[src/sccbw_pkg.sv]
`timescale 1ns / 1ps

package sccbw_pkg;

   localparam logic [7:0] DEVICE_ADDRESS_RESET = 8'h42;
   localparam logic [7:0] MAX_ATTEMPTS_RESET   = 8'd200;
   localparam logic [7:0] ATTEMPT_LIMIT        = 8'hFF;

   typedef enum logic [0:0] {
      CSR_DEVICE_ADDRESS = 1'b0,
      CSR_MAX_ATTEMPTS   = 1'b1
   } csr_index_type;

   typedef enum logic [0:0] {
      FUNC_TICK    = 1'b0,
      FUNC_REQUEST = 1'b1
   } func_type;

   typedef enum logic [1:0] {
      BYTE_DEVICE  = 2'd0,
      BYTE_ADDRESS = 2'd1,
      BYTE_DATA    = 2'd2
   } byte_sel_type;

   typedef enum logic [3:0] {
      PH_IDLE = 4'd0,
      PH_ST0  = 4'd1,
      PH_ST1  = 4'd2,
      PH_ST2  = 4'd3,
      PH_BD   = 4'd4,
      PH_BH   = 4'd5,
      PH_BL   = 4'd6,
      PH_AR   = 4'd7,
      PH_AH   = 4'd8,
      PH_AL   = 4'd9,
      PH_SP0  = 4'd10,
      PH_SP1  = 4'd11,
      PH_SP2  = 4'd12
   } phase_type;

   typedef struct packed {
      logic scl_level;
      logic sda_level;
      logic sda_release;
      logic busy_res;
      logic done_res;
      logic failed;
   } bus_result_type;

endpackage

[src/sccbw_seq.sv]
`timescale 1ns / 1ps

module sccbw_seq (
   input  logic                     clock,
   input  logic                     reset,
   input  logic                     step,
   input  logic                     func,
   input  logic [7:0]               reg_address,
   input  logic [7:0]               write_data,
   input  logic                     sda_sample,
   input  logic [7:0]               device_address,
   input  logic [7:0]               max_attempts,
   output sccbw_pkg::bus_result_type result
);

   sccbw_pkg::phase_type phase_ff, phase_in;
   logic [2:0] bit_index_ff, bit_index_in;
   logic [1:0] byte_index_ff, byte_index_in;
   logic [7:0] shift_byte_ff, shift_byte_in;
   logic [7:0] attempt_count_ff, attempt_count_in;
   logic [7:0] latched_address_ff, latched_address_in;
   logic [7:0] latched_data_ff, latched_data_in;
   logic       last_nack_ff, last_nack_in;
   logic       done, fail;
   logic [7:0] attempt_next;
   logic [1:0] byte_next;

   function automatic logic [7:0] byte_for(input logic [1:0] idx, input logic [7:0] dev,
                                           input logic [7:0] adr, input logic [7:0] dat);
      logic [7:0] sel;
      unique case (idx)
         sccbw_pkg::BYTE_DEVICE:  sel = dev;
         sccbw_pkg::BYTE_ADDRESS: sel = adr;
         default:                 sel = dat;
      endcase
      return sel;
   endfunction

   assign attempt_next = (attempt_count_ff == sccbw_pkg::ATTEMPT_LIMIT) ?
                         attempt_count_ff : attempt_count_ff + 8'd1;
   assign byte_next    = byte_index_ff + 2'd1;

   always_comb begin
      phase_in           = phase_ff;
      bit_index_in       = bit_index_ff;
      byte_index_in      = byte_index_ff;
      shift_byte_in      = shift_byte_ff;
      attempt_count_in   = attempt_count_ff;
      latched_address_in = latched_address_ff;
      latched_data_in    = latched_data_ff;
      last_nack_in       = last_nack_ff;
      done               = 1'b0;
      fail               = 1'b0;
      if (func == sccbw_pkg::FUNC_REQUEST) begin
         if (phase_ff == sccbw_pkg::PH_IDLE) begin
            latched_address_in = reg_address;
            latched_data_in    = write_data;
            attempt_count_in   = 8'd0;
            phase_in           = sccbw_pkg::PH_ST0;
            bit_index_in       = 3'd0;
            byte_index_in      = 2'd0;
            last_nack_in       = 1'b0;
         end
      end else begin
         unique case (phase_ff)
            sccbw_pkg::PH_ST0: phase_in = sccbw_pkg::PH_ST1;
            sccbw_pkg::PH_ST1: phase_in = sccbw_pkg::PH_ST2;
            sccbw_pkg::PH_ST2: begin
               byte_index_in = 2'd0;
               bit_index_in  = 3'd0;
               shift_byte_in = device_address;
               phase_in      = sccbw_pkg::PH_BD;
            end
            sccbw_pkg::PH_BD: phase_in = sccbw_pkg::PH_BH;
            sccbw_pkg::PH_BH: phase_in = sccbw_pkg::PH_BL;
            sccbw_pkg::PH_BL: begin
               shift_byte_in = {shift_byte_ff[6:0], 1'b0};
               if (bit_index_ff == 3'd7) begin
                  bit_index_in = 3'd0;
                  phase_in     = sccbw_pkg::PH_AR;
               end else begin
                  bit_index_in = bit_index_ff + 3'd1;
                  phase_in     = sccbw_pkg::PH_BD;
               end
            end
            sccbw_pkg::PH_AR: phase_in = sccbw_pkg::PH_AH;
            sccbw_pkg::PH_AH: begin
               last_nack_in = sda_sample;
               phase_in     = sccbw_pkg::PH_AL;
            end
            sccbw_pkg::PH_AL: begin
               if (last_nack_ff || byte_index_ff >= sccbw_pkg::BYTE_DATA) begin
                  phase_in = sccbw_pkg::PH_SP0;
               end else begin
                  byte_index_in = byte_next;
                  bit_index_in  = 3'd0;
                  shift_byte_in = byte_for(byte_next, device_address,
                                           latched_address_ff, latched_data_ff);
                  phase_in      = sccbw_pkg::PH_BD;
               end
            end
            sccbw_pkg::PH_SP0: phase_in = sccbw_pkg::PH_SP1;
            sccbw_pkg::PH_SP1: phase_in = sccbw_pkg::PH_SP2;
            sccbw_pkg::PH_SP2: begin
               if (last_nack_ff) begin
                  attempt_count_in = attempt_next;
                  if (attempt_next >= max_attempts) begin
                     done     = 1'b1;
                     fail     = 1'b1;
                     phase_in = sccbw_pkg::PH_IDLE;
                  end else begin
                     phase_in      = sccbw_pkg::PH_ST0;
                     bit_index_in  = 3'd0;
                     byte_index_in = 2'd0;
                     last_nack_in  = 1'b0;
                  end
               end else begin
                  done     = 1'b1;
                  phase_in = sccbw_pkg::PH_IDLE;
               end
            end
            default: phase_in = sccbw_pkg::PH_IDLE;
         endcase
      end
   end

   always_comb begin
      result             = '0;
      result.scl_level   = 1'b1;
      result.sda_level   = 1'b1;
      result.sda_release = 1'b0;
      unique case (phase_in)
         sccbw_pkg::PH_ST1: result.sda_level = 1'b0;
         sccbw_pkg::PH_ST2: begin
            result.scl_level = 1'b0;
            result.sda_level = 1'b0;
         end
         sccbw_pkg::PH_BD, sccbw_pkg::PH_BL: begin
            result.scl_level = 1'b0;
            result.sda_level = shift_byte_in[7];
         end
         sccbw_pkg::PH_BH: result.sda_level = shift_byte_in[7];
         sccbw_pkg::PH_AR, sccbw_pkg::PH_AL: begin
            result.scl_level   = 1'b0;
            result.sda_release = 1'b1;
         end
         sccbw_pkg::PH_AH: result.sda_release = 1'b1;
         sccbw_pkg::PH_SP0: begin
            result.scl_level = 1'b0;
            result.sda_level = 1'b0;
         end
         sccbw_pkg::PH_SP1: result.sda_level = 1'b0;
         default: ;
      endcase
      result.busy_res = (phase_in != sccbw_pkg::PH_IDLE);
      result.done_res = done;
      result.failed   = fail;
   end

   always_ff @(posedge clock) begin
      if (reset) begin
         phase_ff <= sccbw_pkg::PH_IDLE;
      end else if (step) begin
         phase_ff <= phase_in;
      end
   end

   always_ff @(posedge clock) begin
      if (step) begin
         bit_index_ff       <= bit_index_in;
         byte_index_ff      <= byte_index_in;
         shift_byte_ff      <= shift_byte_in;
         attempt_count_ff   <= attempt_count_in;
         latched_address_ff <= latched_address_in;
         latched_data_ff    <= latched_data_in;
         last_nack_ff       <= last_nack_in;
      end
   end

   a_hold_without_beat: assert property (@(posedge clock) disable iff (reset)
      !step |=> $stable(phase_ff))
      else $error("phase moved without an input beat");

   a_request_while_busy: assert property (@(posedge clock) disable iff (reset)
      step && func && phase_ff != sccbw_pkg::PH_IDLE |=> phase_ff == $past(phase_ff))
      else $error("request while busy changed the phase");

   a_ack_sample: assert property (@(posedge clock) disable iff (reset)
      step && !func && phase_ff == sccbw_pkg::PH_AH |=> phase_ff == sccbw_pkg::PH_AL)
      else $error("acknowledge sample did not advance to ack low");

   a_last_bit: assert property (@(posedge clock) disable iff (reset)
      step && !func && phase_ff == sccbw_pkg::PH_BL && bit_index_ff == 3'd7
      |=> phase_ff == sccbw_pkg::PH_AR)
      else $error("eighth bit did not lead to acknowledge");

   a_fail_needs_done: assert property (@(posedge clock) disable iff (reset)
      result.failed |-> result.done_res && !result.busy_res)
      else $error("failed without done or while busy");

endmodule

[src/sccb_write_master_retry.sv]
`timescale 1ns / 1ps

// SCCB write master with retry, one bus waveform step per input beat.
// Input channel req_*: req_func = 1 is a write request (register address and
// data byte), taken only while idle; a request while busy is absorbed with no
// effect. req_func = 0 is a timing tick that advances SCL/SDA by one step;
// req_sda_sample is the sampled SDA line, used at the acknowledge bit.
// Result channel rsp_*: exactly one beat per input beat, in order, giving the
// SCL/SDA levels, SDA release, busy, and done/failed on the finishing tick.
// A nacked byte sends stop and restarts; after max_attempts failures the
// sequence ends with failed set.
// A result beat appears in the cycle after its input beat, one beat per cycle
// while not stalled; the single result register is the only stage between the
// channels. When rsp_stall is high with a result held, req_stall rises and the
// input waits; the result register holds its beat unchanged.
// csr_*: index 0 is device_address (reset 0x42), index 1 max_attempts
// (reset 200); write only while idle.
// Reset (synchronous, active high) returns the sequencer to idle, empties the
// result register and restores both configuration registers.

module sccb_write_master_retry (
   input  logic       clock,
   input  logic       reset,
   input  logic       req_valid,
   output logic       req_stall,
   input  logic       req_func,
   input  logic [7:0] req_reg_address,
   input  logic [7:0] req_write_data,
   input  logic       req_sda_sample,
   output logic       rsp_valid,
   input  logic       rsp_stall,
   output logic       rsp_scl_level,
   output logic       rsp_sda_level,
   output logic       rsp_sda_release,
   output logic       rsp_busy_res,
   output logic       rsp_done_res,
   output logic       rsp_failed,
   input  logic       csr_write_enable,
   input  logic [0:0] csr_index,
   input  logic [7:0] csr_data
);

   logic       step;
   logic [7:0] device_address_ff;
   logic [7:0] max_attempts_ff;
   logic       rsp_valid_ff, rsp_valid_in;
   sccbw_pkg::bus_result_type result;
   sccbw_pkg::bus_result_type rsp_ff;

   assign req_stall    = rsp_valid_ff && rsp_stall;
   assign step         = req_valid && !req_stall;
   assign rsp_valid_in = step || (rsp_valid_ff && rsp_stall);

   always_ff @(posedge clock) begin
      if (reset) begin
         device_address_ff <= sccbw_pkg::DEVICE_ADDRESS_RESET;
         max_attempts_ff   <= sccbw_pkg::MAX_ATTEMPTS_RESET;
      end else if (csr_write_enable) begin
         unique case (csr_index)
            sccbw_pkg::CSR_DEVICE_ADDRESS: device_address_ff <= csr_data;
            sccbw_pkg::CSR_MAX_ATTEMPTS:   max_attempts_ff   <= csr_data;
            default: ;
         endcase
      end
   end

   sccbw_seq u_seq (
      .clock          (clock),
      .reset          (reset),
      .step           (step),
      .func           (req_func),
      .reg_address    (req_reg_address),
      .write_data     (req_write_data),
      .sda_sample     (req_sda_sample),
      .device_address (device_address_ff),
      .max_attempts   (max_attempts_ff),
      .result         (result)
   );

   always_ff @(posedge clock) begin
      if (reset) begin
         rsp_valid_ff <= 1'b0;
      end else begin
         rsp_valid_ff <= rsp_valid_in;
      end
   end

   always_ff @(posedge clock) begin
      if (step) begin
         rsp_ff <= result;
      end
   end

   assign rsp_valid       = rsp_valid_ff;
   assign rsp_scl_level   = rsp_ff.scl_level;
   assign rsp_sda_level   = rsp_ff.sda_level;
   assign rsp_sda_release = rsp_ff.sda_release;
   assign rsp_busy_res    = rsp_ff.busy_res;
   assign rsp_done_res    = rsp_ff.done_res;
   assign rsp_failed      = rsp_ff.failed;

   a_no_accept_when_full: assert property (@(posedge clock) disable iff (reset)
      rsp_valid_ff && rsp_stall |-> !step)
      else $error("input beat taken while result register is blocked");

   a_beat_fills_output: assert property (@(posedge clock) disable iff (reset)
      step |=> rsp_valid_ff)
      else $error("input beat produced no result beat");

   a_release_high: assert property (@(posedge clock) disable iff (reset)
      rsp_valid_ff && rsp_ff.sda_release |-> rsp_ff.sda_level && rsp_ff.busy_res)
      else $error("released SDA not shown high or shown while idle");

endmodule
[config.mk]
export PLATFORM = sky130hd
export DESIGN_NAME = sccb_write_master_retry
export DESIGN_NICKNAME = d
export VERILOG_FILES = /design/src/sccbw_pkg.sv /design/src/sccbw_seq.sv /design/src/sccb_write_master_retry.sv
export SDC_FILE = /design/constraint.sdc
export NUM_CORES = 1
export LEC_CHECK = 0
export CAP_MARGIN = 20
export CORE_AREA = 2 2 87 89
export DETAILED_ROUTE_END_ITERATION = 12
export DIE_AREA = 0 0 89 91
export DONT_BUFFER_PORTS = 1
export GPL_ROUTABILITY_DRIVEN = 0
export HOLD_SLACK_MARGIN = 0.06
export PLACE_DENSITY = 0.64
export SLEW_MARGIN = 15
export SYNTH_ARGS = -nofsm -noshare
export SYNTH_HDL_FRONTEND = slang
export SYNTH_SLANG_ARGS = --single-unit
[constraint.sdc]
create_clock -name clock -period 9.9 [get_ports clock]
set_clock_uncertainty 0.2 [all_clocks]
set_input_delay 2.475 -clock clock [delete_from_list [all_inputs] [get_ports clock]]
set_output_delay 2.475 -clock clock [all_outputs]
set_load 0.05 [all_outputs]
# --- After elaboration in Yosys (flattened, before gate mapping) ---
# Cells that the tools add are included.
classes:
  n_addsub: 3
  magnitude_cmp: 2
  eq_ne: 30
  mux: 38
  bitwise_logic: 3
  n_reduce_logical: 27
ops:
  columns: ["op", "count"]
  rows:
  - ["8-bit 2-to-1 mux", 7]
  - ["4-bit case mux with 12 select lines", 1]
  - ["4-bit == test (second input constant)", 9]
  - ["4-bit by 3-bit == test with 1-bit output (second input constant)", 8]
  - ["8-bit case mux with 3 select lines", 1]
  - ["3-bit 2-to-1 mux", 6]
  - ["4-bit by 2-bit == test with 1-bit output (second input constant)", 4]
  - ["8-bit case mux with 2 select lines", 1]
  - ["2-bit 2-to-1 mux", 6]
  - ["4-bit 2-to-1 mux", 3]
  - ["3-bit case mux with 4 select lines", 1]
  - ["6-bit AND reduction", 2]
  - ["1-bit 2-to-1 mux", 9]
  - ["8-bit by 1-bit adder with 8-bit output (second input constant)", 1]
  - ["8-bit == test (second input constant)", 1]
  - ["8-bit >= comparator", 1]
  - ["4-bit AND reduction", 2]
  - ["4-bit nonzero test", 2]
  - ["3-bit != test (second input constant)", 2]
  - ["2-bit case mux with 3 select lines", 1]
  - ["3-bit AND reduction", 2]
  - ["3-bit nonzero test", 2]
  - ["3-bit OR reduction", 2]
  - ["6-bit OR reduction", 1]
  - ["21 further kinds", 28]
totals:
  ff_bits: 65
  in_bits: 32
  out_inout_bits: 8
  word_cells: 121

# --- Depth between registers and ports, before layout ---
# Gate-level depths: netlist of the first run.
logic_depth:
  word_depth: 10
  mapped_depth: 12
  depth_no_buf: 12

# --- Modules after synthesis ---
# Synthesis of the first run repeated with hierarchy kept, for this count alone.
unflattened:
  hier_cells: 349
  hier_area_um2: 3557.2
by_module_without_submodules:
  columns: ["module", "instances", "cells_each", "area_each_um2", "seq_area_each_um2"]
  rows:
  - ["sccbw_seq", 1, 271, 2642.5, 1221.2]
  - ["sccb_write_master_retry", 1, 78, 914.6, 520.5]

# --- Least setup slack after synthesis of the first run ---
# Ideal clock, no wire load.
synth_timing:
  path_type: "input-to-output"
  from: "input port rsp_stall"
  to: "output port req_stall"
  arrival_ns: 2.866
  required_ns: 7.225
  setup_slack_ns: 4.359
  stages: 2
  path_buffers: 0
  path_cell_list: "nand2_1 > inv_1"
synth_between:
  elab_chain_len: 1
synth_rtl:
  columns: ["element", "line", "source"]
  rows:
  - ["from (decl)", "sccb_write_master_retry.sv:31", "input logic rsp_stall,"]
  - ["1-bit logical AND", "sccb_write_master_retry.sv:50", "assign req_stall = rsp_valid_ff && rsp_stall;"]
  - ["to (decl)", "sccb_write_master_retry.sv:25", "output logic req_stall,"]
# No other way between the ends.

# --- Worst setup path in the final report of the first run ---
# Same ends and word-level chain as after synthesis.

==> results of run 1 <==
-- worst register-to-register path: cells and delay by family, from the launching register on --
family,cells,cell delay (ps)
DFF,1,440
muxes,1,380
adders and majority gates,2,450
and+or+nand+nor,4,1550
AOI/OAI and AO/OA,3,460
-- area by class of cell --
type	instances	area, um2
Clock inverter	7	71.3
Multi-Input combinational cell	246	1500
Sequential cell	65	1740
Tap cell	99	124
Fill cell	674	3500
Clock buffer	9	124
Inverter	17	63.8
Timing Repair Buffer	1	7.51
-- through the flow --
stage	util, %	instances	hold WS [ps]	instance area [um2]
global placement	48.2	428	238	3440
detailed placement	48.2	428	241	3440
global route	50.9	444	275	3630
floorplan	-	349	236	3400
finish	50.9	444	251	3630
CTS	50.9	444	252	3630
-- report_power, final --
group	internal (uW)	total [uW]	switching (uW)
Clock	116	225	109
Sequential	304	324	19.6
Combinational	25.2	62.3	37.2
Total	445	611	166
-- registers in the layout, indices dropped and copies added, names as in the netlist, 2 cells and up --
name                      cells
u_seq.latched_address_ff      8
device_address_ff             8
u_seq.phase_ff                4
u_seq.byte_index_ff           2
u_seq.latched_data_ff         8
u_seq.shift_byte_ff           8
u_seq.bit_index_ff            3
u_seq.attempt_count_ff        8
max_attempts_ff               8
-- layer usage --
metal  vias up  share of wire (%)
met5         -                  0
met1      1151                 46
met3        17                4.7
met2        67                 46
li1       1228                  -
met4         0                3.4
-- cells in the mapped netlist (3+ instances only) --
master / number
o21ai_0: 14
xor2_1: 4
and2_1: 14
nand2b_1: 5
a21oi_1: 34
nand3_1: 8
ha_1: 14
inv_1: 16
nor3_1: 5
o21ai_1: 3
or3_1: 3
edfxtp_1: 44
o21a_1: 3
nand3b_1: 5
clkbuf_1: 13
and3_1: 6
a22oi_1: 14
nor2b_1: 6
nand2_1: 49
dfxtp_1: 21
a211oi_1: 4
buf_2: 8
nor2_1: 25
-- path summary, 6_finish.rpt --
| check | start | to | slack (ps) |
|---|---|---|---|
| worst max-delay path | rsp_stall | req_stall | 4350 |
| worst min-delay path | max_attempts_ff[1] | max_attempts_ff[1] | 250 |
| worst max register to register | u_seq.attempt_count_ff[0] | u_seq.bit_index_ff[0] | 6070 |
| worst min register to register | max_attempts_ff[1] | max_attempts_ff[1] | 250 |
-- cells by family after synthesis --
| logic type | after synthesis | synth area share, % |
|---|---|---|
| adder cells (fa/ha/maj) | 14 | 5.16 |
| AND/OR/NAND/NOR | 136 | 20.1 |
| flip-flops | 65 | 51.3 |
| XOR/XNOR | 6 | 1.55 |
| multiplexers | 2 | 0.626 |
| AO/OA/AOI/OAI | 88 | 16.8 |
| buffers and inverters | 38 | 4.49 |
==> impl_summary.md, run 1 <==
Status
The run finished with clean final reports.

Clock tree
Buffers added to address setup during post-CTS repair amount to 0. The maximum buffer depth of the clock tree is 2. TritonCTS built the clock tree. In this run the number of H-tree levels came out at 3. Hold repair after CTS inserted 0 buffers. The source-to-sink clock delay at the later pin of the worst-skew pair is 350 ps.

The clock buffer count from CTS is 9. The total clock sinks is 65. The clock slew seen by the registers of the worst setup and hold paths is ~70 ps. The buffer type at the clock tree root is clkbuf_8. Post-CTS repair changed the size of 0 cells.

Route
The number of detailed-route iterations in the first pass is 4. For this run, design rule violations remaining after detail routing come to 0. After detailed routing, the average wire length per cell comes to 15.2 um. In this run the remaining antenna-violating nets after routing total 0. The final wirelength is 6740 um.

The vias per cell is 5.55. The violation count after the first detailed-route iteration is 174. The via total after detailed routing is 2463.

Synthesis
The distinct cell type count of the synthesized netlist is 51. The synthesized netlist occupies a cell area of 0.00340 mm2. The top cell type's share of synthesized area is 38.9%.

In the post-synthesis netlist, the biggest area contributors are edfxtp_1 (39%), dfxtp_1 (12%), nand2_1 (5.4%), ha_1 (5.2%), a21oi_1 (5.0%). Summed over all instances, the cell type with the most area after synthesis is edfxtp_1. After synthesis, the share of flip-flops with an asynchronous set or reset is 0%. Yosys mapped a number of flops with a built-in enable equal to 44. The synthesized net count is between 300 and 400. The cell count after synthesis came out at 349. The most used flip-flop cell after synthesis is edfxtp_1. For this run, the number of Yosys warnings is 0. Summing the sequential cell areas from Yosys gives between 50% and 60% of the chip area. The synthesis-stage register bit count is 65.

A synthesized cell averages a little under 10 um2.

STA
Headroom to the max-slew limit came out at 47.6%. The hold violation count in the final report is 0. The measured slew at the worst slew-check pin is 787 ps. The final setup violation count is 0. The count of final max-slew check failures is 0. Setup repair after global routing left no endpoint under its margin. The sum of negative setup slack is 0 ps. Based on the critical path, the design can be clocked at up to 0.180 GHz.

Subtracting the final worst setup slack from the clock period gives 5550 ps. The post-route fraction of the period consumed by the critical path is 56.1%. Setup slack closes at around 4300 ps.

Final layout
The final layout contains approximately 390 nets. The area growth from synthesis to final layout is 7.00%. Of the cells placed in the final design, the portion with a size suffix greater than 1 is under 10%.

The number of antenna repair diodes is 0. In the layout the commonest cells are nand2_1 (49), edfxtp_1 (44), a21oi_1 (34). Leaving out fill and tap cells, the most frequent cell in the layout is nand2_1.

Global routing
The met2 capacity usage during global routing is 26.0%. The number of global-route vias before repair is 2257. In this run the most used layer during global routing was met2. The global router's overall resource usage is 18.2%. The maximum number of pins on one net before global-route repair is 22. Global routing consumed, on the met1 layer, 24.6% of the routing resources. The met3 track utilization from global routing is 4.36%. The initial antenna violation count is 0. The final global-route overflow total is 0. The first global-routing pass estimated 11200 um of wire.

Power
The total power draw is 611 uW. The worst vdd rail ir drop is 0.107 mV. For this design the static power due to leakage is approximately 0.0013 uW.

Power spread over the standard cell area amounts to 168 mW/mm2.

Worst setup path
The count of cell instances traversed by the critical path is 2. The critical path goes through nand2_1, inv_1. The largest fanout of any net on the critical path is 2. The critical path is of the primary input to output port type. The family of cells with the greatest summed delay on the critical path is buffers and inverters.

At the worst endpoint, the required time is 7230 ps. The type of element launching the critical path is a primary input. For the worst flop-to-flop path, the logic depth is 10. The kind of capture point of the worst setup path is an output port. For this run, the slowest stage of the critical path takes 360 ps. The number of buffers and inverters on the critical path is 1.

The library cell contributing the largest single delay on the critical path is inv_1. For the worst setup path, the data arrival time is 2880 ps.

Placed design
Summed over all nets, the half-perimeter wirelength after detailed placement is 4660 um. Input and output buffers added on the ports amount to 0. The worst-case setup slack after placement is between 4000 and 5000 ps.

Worst hold path
The worst hold path was traced through 2 stages. In this run the worst hold path is classified as flop to flop.

Flow run
The max-cap check violation count is 0.

Floorplanning
The site row count is 31. For this design the top-level I/O count stands at 40. The vertical extent of the die is just over 90 um. Once the floorplan was initialized, standard cells occupied a little under half of the core.

The area of the placeable core is 0.00714 mm2. The die width is 89 um. The die covers 0.00810 mm2.
No activity file was read; power rests on OpenSTA's default activity.
==> inputs of run 2 (changes only) <==
==> constraint.sdc (replaced) <==
create_clock -name clock -period 5.7 [get_ports clock]
set_clock_uncertainty 0.2 [all_clocks]
set_input_delay 1.425 -clock clock [delete_from_list [all_inputs] [get_ports clock]]
set_output_delay 1.425 -clock clock [all_outputs]
set_load 0.05 [all_outputs]
==> run 2 against run 1 <==
  * Cell count did not move
  * Total power rose by 77%
  * Non-clock buffer count did not move
  * Global-route usage fell by 0.090 points
  * Sequential power rose by 74%
  * Largest power group unchanged
  * Highest routed layer unchanged
==> impl_summary.md, run 2 (synthesis results as in run 1) <==
Status
The run finished with clean final reports.

Final layout
The top cell types in the final layout, fill and taps aside, are nand2_1 (49), edfxtp_1 (44), a21oi_1 (34). The share of layout cells above drive strength 1 is 6.96% (-0.29 points). The leading cell type in the layout, fill and taps excluded is nand2_1. The number of nets in the final layout was 386 (unchanged). The number of inserted filler cells in the final layout was 678 (+0.59%).

The number of antenna repair diodes came to 0 (unchanged). The area growth from synthesis to final layout is 7.55%. The number of standard cells in the layout, taps in and fillers out is 444 (unchanged).

Clock tree
The number of buffers added to fix hold violations after cts came to 0 (unchanged). The source-to-sink clock delay at the later pin of the worst-skew pair came to 350 ps (about the same). The TritonCTS clock tree is done. The clock buffer count from CTS is 9 (unchanged). The total clock sinks is 65 (unchanged). The number of buffers inserted by post-CTS setup repair came to 0 (unchanged). The number of cells upsized or downsized after cts came to 0 (unchanged). The clock slew seen by the registers of the worst setup and hold paths came to 70 ps (about the same). Clock tree synthesis selected as its root buffer the cell clkbuf_8. The maximum level of the CTS H-tree is 3 (unchanged). The maximum buffer depth of the clock tree was 2 (unchanged).

Flow run
The max-cap check violation count is 0 (unchanged).

Route
The final wirelength is 6700 um (-0.59%). The per-cell routed wire length is 15.1 um (-0.59%). The via total after detailed routing is 2407 (-2.3%). The vias per cell is 5.42 (-2.3%). The number of detailed-route iterations in the first pass is 4 (unchanged). The violation count after the first detailed-route iteration was 191 (+9.8%). The DRC violations left came to 0 (unchanged). The number of nets still failing antenna checks after routing was 0 (unchanged).

Worst setup path
The kind of critical path is flop to flop. The kind of capture point of the worst setup path is a flop. The cell count of the worst reg-to-reg path is 10 (unchanged). The largest fanout of any net on the critical path is 4 (+2). The worst register-to-register path ends at u_seq.bit_index_ff[0]. On the critical path the largest part of the delay comes from simple AND/OR/NAND/NOR gates. The required arrival time at the worst endpoint is 5490 ps (-1740 ps). The longest individual stage delay on the worst path is 590 ps (+230 ps). The worst endpoint data arrival time is 3450 ps (+570 ps). The worst setup path is launched from a flop. The origin of the critical flop-to-flop path is u_seq.attempt_count_ff[0]. The setup slack on the worst flop-to-flop path is 2040 ps (-4030 ps). The buffer and inverter count on the worst path is 0 (-1). The signal on the critical path passes through ha_1, and2_1, nand3_1, mux2_2, ha_1, or4_1, a21oi_2, o31a_2, a21oi_1, nor4b_1.

The most common cell type on the critical path is ha_1. The library cell contributing the largest single delay on the critical path is nor4b_1.

Placed design
The count of buffers from port buffering is 0 (unchanged). The worst-case setup slack after placement was 2060 ps (-2280 ps). The cell count after placement is 428 (unchanged). The half-perimeter wire length after placement is 4730 um (+1.5%).

Global routing
The final global-route overflow total is 0 (unchanged). The first-pass GRT wire length was 11000 um (-1.4%). The maximum number of pins on one net before global-route repair came to 22 (unchanged). The global router's overall resource usage is 18.1% (-0.090 points). The initial antenna violation count was 0 (unchanged). The number of global-route vias before repair was 2357 (+4.4%).

STA
Subtracting the final worst setup slack from the clock period gives about 3700 ps. Setup repair after global routing left no endpoint under its margin. The count of final max-slew check failures is 0 (unchanged). The achievable clock frequency is around 0.27 GHz. The sum of negative setup slack is 0 ps (unchanged). The final setup violation count is 0 (unchanged). The hold violation count in the final report is 0 (unchanged). The worst setup slack after layout is 2040 ps (-2300 ps). The measured slew at the worst slew-check pin is 827 ps (+40.1 ps).

The post-route fraction of the period consumed by the critical path is roughly 64%. The headroom to the max-slew limit is 44.9% (-2.7 points).

Worst hold path
The number of cells on the worst hold path was 2 (unchanged). In this run the worst hold path is classified as flop to flop. The path with the worst hold slack has its endpoint at max_attempts_ff[0]. The critical hold path startpoint is max_attempts_ff[0].

Power
The power per unit of standard cell area is 296 mW/mm2 (+76%). The worst vdd rail ir drop is 0.233 mV (+120%). The leakage power summed over all cells is 0.00133 uW (+1.3%).

Floorplanning
The site row count was 31 (unchanged). The vertical extent of the die is 91 um (unchanged). The area of the placeable core came to 0.00714 mm2 (unchanged).

The I/O pin total was 40 (unchanged). The initial standard-cell utilization of the core is 47.6% (unchanged). The die width came to 89 um (unchanged). The overall die area is 0.00810 mm2 (unchanged).
==> run 2: cell types whose count changed in the layout (fill, tap and decap cells not counted) <==
cell,delta
clkinv_4,-2
clkbuf_1,+2
clkbuf_8,+2
clkinvlp_4,-2
clkbuf_16,+2
bufinv_16,-1
clkinv_1,-1
==> run 2: per-stage QoR <==
step                      hold WS (ps)  instance area, um2  power, uW  util, %
final                              259                3650       1080     51.2
after global routing               288                3650       1130     51.2
after floorplan                    236                3400        660        -
after detailed placement           249                3440        681     48.2
after CTS                          261                3650       1090     51.2
after global placement             239                3440        678     48.2
==> run 2: power by group <==
group / switching, uW / internal [uW]
Sequential: 33.9 / 529
Clock: 178 / 235
Combinational: 64.4 / 43.5
Total: 276 / 807
==> run 2: worst register-to-register path, delay by kind of cell (launching register included) <==
kind	cells	cell delay, ps
AO/OA/AOI/OAI	3	400
adder cells (fa/ha/maj)	2	410
multiplexers	1	370
AND/OR/NAND/NOR	4	1480
flip-flops	1	430
==> run 2: worst max-delay path by stage <==
stage | startpoint | to | depth (start not counted)
2_1_floorplan | rsp_stall | req_stall | 2
3_3_place_gp | u_seq.attempt_count_ff[0] | u_seq.bit_index_ff[2] | 10
3_5_place_dp | u_seq.attempt_count_ff[0] | u_seq.bit_index_ff[1] | 10
4_1_cts | u_seq.attempt_count_ff[0] | u_seq.bit_index_ff[0] | 10
5_1_grt | u_seq.attempt_count_ff[0] | u_seq.bit_index_ff[1] | 10
6_report | u_seq.attempt_count_ff[0] | u_seq.bit_index_ff[0] | 10
==> run 2: final cells by class <==
class / count / area (um2) / area share [%]
Clock buffer: 15 / 209 / 5.72
Clock inverter: 1 / 5.00 / 0.137
Inverter: 17 / 63.8 / 1.75
Tap cell: 99 / 124 / 3.39
Timing Repair Buffer: 1 / 7.51 / 0.205
Sequential cell: 65 / 1740 / 47.7
Multi-Input combinational cell: 246 / 1500 / 41.1
==> run 2: layer usage <==
metal,vias to the layer above,track usage [%],routed length (um)
li1,1230,-,-
met1,1111,23.6,3180
met4,0,10.8,193
met5,-,0,0
met3,15,5.55,287
met2,51,26.1,3040
==> inputs of run 3 (changes only) <==
--- a/config.mk
+++ b/config.mk
@@ -12,7 +12,7 @@
 export DONT_BUFFER_PORTS = 1
 export GPL_ROUTABILITY_DRIVEN = 0
 export HOLD_SLACK_MARGIN = 0.06
-export PLACE_DENSITY = 0.64
+export PLACE_DENSITY = 0.67
 export SLEW_MARGIN = 15
 export SYNTH_ARGS = -nofsm -noshare
 export SYNTH_HDL_FRONTEND = slang
==> constraint.sdc (replaced) <==
create_clock -name clock -period 3.2 [get_ports clock]
set_clock_uncertainty 0.2 [all_clocks]
set_input_delay 0.8 -clock clock [delete_from_list [all_inputs] [get_ports clock]]
set_output_delay 0.8 -clock clock [all_outputs]
set_load 0.05 [all_outputs]
==> run 3 against run 2 <==
  * The flow now finishes with violations (setup timing)
  * Maximum frequency grew 14%
  * Via count up 6.9%
  * Largest cell class unchanged
  * Utilization rose by 5.9 points
==> impl_summary.md, run 3 (synthesis results as in run 1) <==
Status
The flow ran to the end, but the final reports show violations. The final reports fail on setup timing.

Route
The vias per cell is 5.51 (+1.6%). The DRC violations left is 0 (unchanged). The number of detailed-route iterations in the first pass came to 4 (unchanged). The final wirelength is 7460 um (+11%).

The number of nets still failing antenna checks after routing is 0 (unchanged). The violation count after the first detailed-route iteration is 210 (+9.9%). The via total after detailed routing came to 2573 (+6.9%). The per-cell routed wire length is 16.0 um (+5.9%).

Worst setup path
The required arrival time at the worst endpoint is 3200 ps (-2290 ps). The kind of critical path is flop to flop. Traced cell by cell, the critical path runs through ha_2, and2_4, a31oi_4, nand3_2, xnor2_1, ha_1, nand3_2, buf_4, o31a_4, buf_4, or3b_2, a21oi_2. The library cell contributing the largest single delay on the critical path is or3b_2. The largest fanout of any net on the critical path is 4 (unchanged). The kind of capture point of the worst setup path is a flop. The worst setup path is launched from a flop. The longest individual stage delay on the worst path is 470 ps (-120 ps).

The worst endpoint data arrival time is 3210 ps (-240 ps).

Clock tree
The clock buffer count from CTS is 9 (unchanged). TritonCTS built the clock tree. The buffer type at the clock tree root is clkbuf_8. The source-to-sink clock delay at the later pin of the worst-skew pair is 340 ps (about the same). The clock slew seen by the registers of the worst setup and hold paths is 80 ps (about the same). The maximum level of the CTS H-tree was 3 (unchanged). The maximum buffer depth of the clock tree came to 2 (unchanged). The total clock sinks was 65 (unchanged).

Final layout
The share of layout cells above drive strength 1 is 21.2% (+14 points). The number of antenna repair diodes is 0 (unchanged). The number of inserted filler cells in the final layout is 623 (-8.1%).

The number of nets in the final layout is 409 (+6.0%). The final instance area came to 0.00408 mm2 (+12%). The area growth from synthesis to final layout is 20.0%. The library cells used most frequently in the layout, excluding fill and tap cells, are nand2_1 (48), edfxtp_1 (44), a21oi_1 (28). Leaving out fill and tap cells, the most frequent cell in the layout is nand2_1.

STA
The post-route fraction of the period consumed by the critical path is 100% (+36 points). The hold violation count in the final report is 0 (unchanged). The measured slew at the worst slew-check pin is 594 ps (-232 ps). The headroom to the max-slew limit is 60.3% (+15 points).

The time the final worst path needs with I/O delays and setup is 3210 ps (-444 ps). The final setup violation count is 1 (+1). The count of final max-slew check failures is 0 (unchanged). The worst setup slack after layout is -14.2 ps (-2060 ps). The achievable clock frequency is 0.311 GHz (+14%). Setup repair after global routing could not meet its margin everywhere.

Power
The worst vdd rail ir drop is 0.435 mV (+87%). The sequential share of power was 47.6% (-4.4 points). The cell-internal power came to 1570 uW (+95%). The total power draw is 2100 uW (+94%). The share of power burned in the clock network is 40.3% (+2.2 points). The switching power summed over all nets is 532 uW (+93%). The power per unit of standard cell area is 516 mW/mm2 (+74%). The switching power share of the total is 25.3% (-0.17 points). The leakage power summed over all cells is 0.00149 uW (+12%).

The combinational power share is 12.1% (+2.1 points).

Global routing
The global router's overall resource usage is 18.5% (+0.38 points). The initial antenna violation count is 0 (unchanged). The maximum number of pins on one net before global-route repair is 22 (unchanged). The final global-route overflow total was 0 (unchanged). The first-pass GRT wire length is 11500 um (+4.5%). The number of global-route vias before repair is 2364 (+0.30%).

Placed design
The cell area after placement was 0.00356 mm2 (+3.6%). The half-perimeter wire length after placement is 4920 um (+4.0%). The count of buffers from port buffering was 0 (unchanged).

Floorplanning
The I/O pin total came to 40 (unchanged). The die width came to 89 um (unchanged). The area of the placeable core is 0.00714 mm2 (unchanged). The overall die area is 0.00810 mm2 (unchanged).

The vertical extent of the die was 91 um (unchanged). The site row count is 31 (unchanged). The initial standard-cell utilization of the core came to 47.6% (unchanged).

Worst hold path
In this run the worst hold path is classified as flop to flop.

Flow run
The max-cap check violation count is 0 (unchanged).
-- run 3: final timing paths --
| path | start | to | slack, ps | cells after the start |
|---|---|---|---|---|
| worst max-delay path | u_seq.attempt_count_ff[1] | u_seq.last_nack_ff | -10 | 12 |
| worst min-delay path | max_attempts_ff[5] | max_attempts_ff[5] | 250 | 2 |
| worst max register to register | u_seq.attempt_count_ff[1] | u_seq.last_nack_ff | -10 | 12 |
| worst min register to register | max_attempts_ff[5] | max_attempts_ff[5] | 250 | 2 |
-- run 3: power by group through the flow --
| stage | clock [uW] | sequential [uW] | combinational [uW] |
|---|---|---|---|
| 2_1_floorplan | 0 | 1000 | 177 |
| 3_3_place_gp | 0 | 1020 | 207 |
| 3_5_place_dp | 0 | 1020 | 211 |
| 4_1_cts | 859 | 1000 | 218 |
| 5_1_grt | 893 | 1010 | 282 |
| 6_report | 847 | 1000 | 254 |
-- run 3: metal layers --
| metal | vias to the layer above | GRT usage [%] | routed length, um |
|---|---|---|---|
| met1 | 1215 | 25.9 | 3420 |
| li1 | 1269 | - | - |
| met4 | 0 | 7.46 | 174 |
| met2 | 74 | 27.6 | 3540 |
| met3 | 15 | 3.91 | 329 |
| met5 | - | 0 | 0 |
-- run 3: critical path, delay by kind of cell, from the launching register on --
kind	cells	cell delay, ps
AO/OA/AOI/OAI	3	660
buffers and inverters	2	300
AND/OR/NAND/NOR	4	870
adder cells (fa/ha/maj)	2	500
flip-flops	1	410
XOR/XNOR	1	150
-- run 3: timing repair --
action / 4_1_cts / 5_1_grt
gates resized for setup: 7 / 33
pin swaps: 5 / 15
setup endpoints to repair: 6 / 9
hold buffers: 0 / 0
buffers inserted: 3 / 5
-- run 3: metrics by stage --
step	TNS [ps]	cells	hold WS [ps]	setup WS (ps)	utilization [%]
floorplan	0	349	236	5.03	-
global placement	-276	443	237	-80.9	49.9
detailed placement	-602	443	248	-158	49.9
CTS	0	462	258	19.9	54.0
global route	-310	467	277	-109	57.1
finish	-14.2	467	254	-14.2	57.1
-- run 3: cell type report --
class                   count  area, um2  share of cell area, %
flip-flops and latches     65       1740                   42.7
multi-input cells         246       1720                   42.2
repair buffers             24        184                   4.51
clock buffers               9        124                   3.04
well taps                  99        124                   3.04
clock inverters             7        119                   2.92
inverters                  17       63.8                   1.57
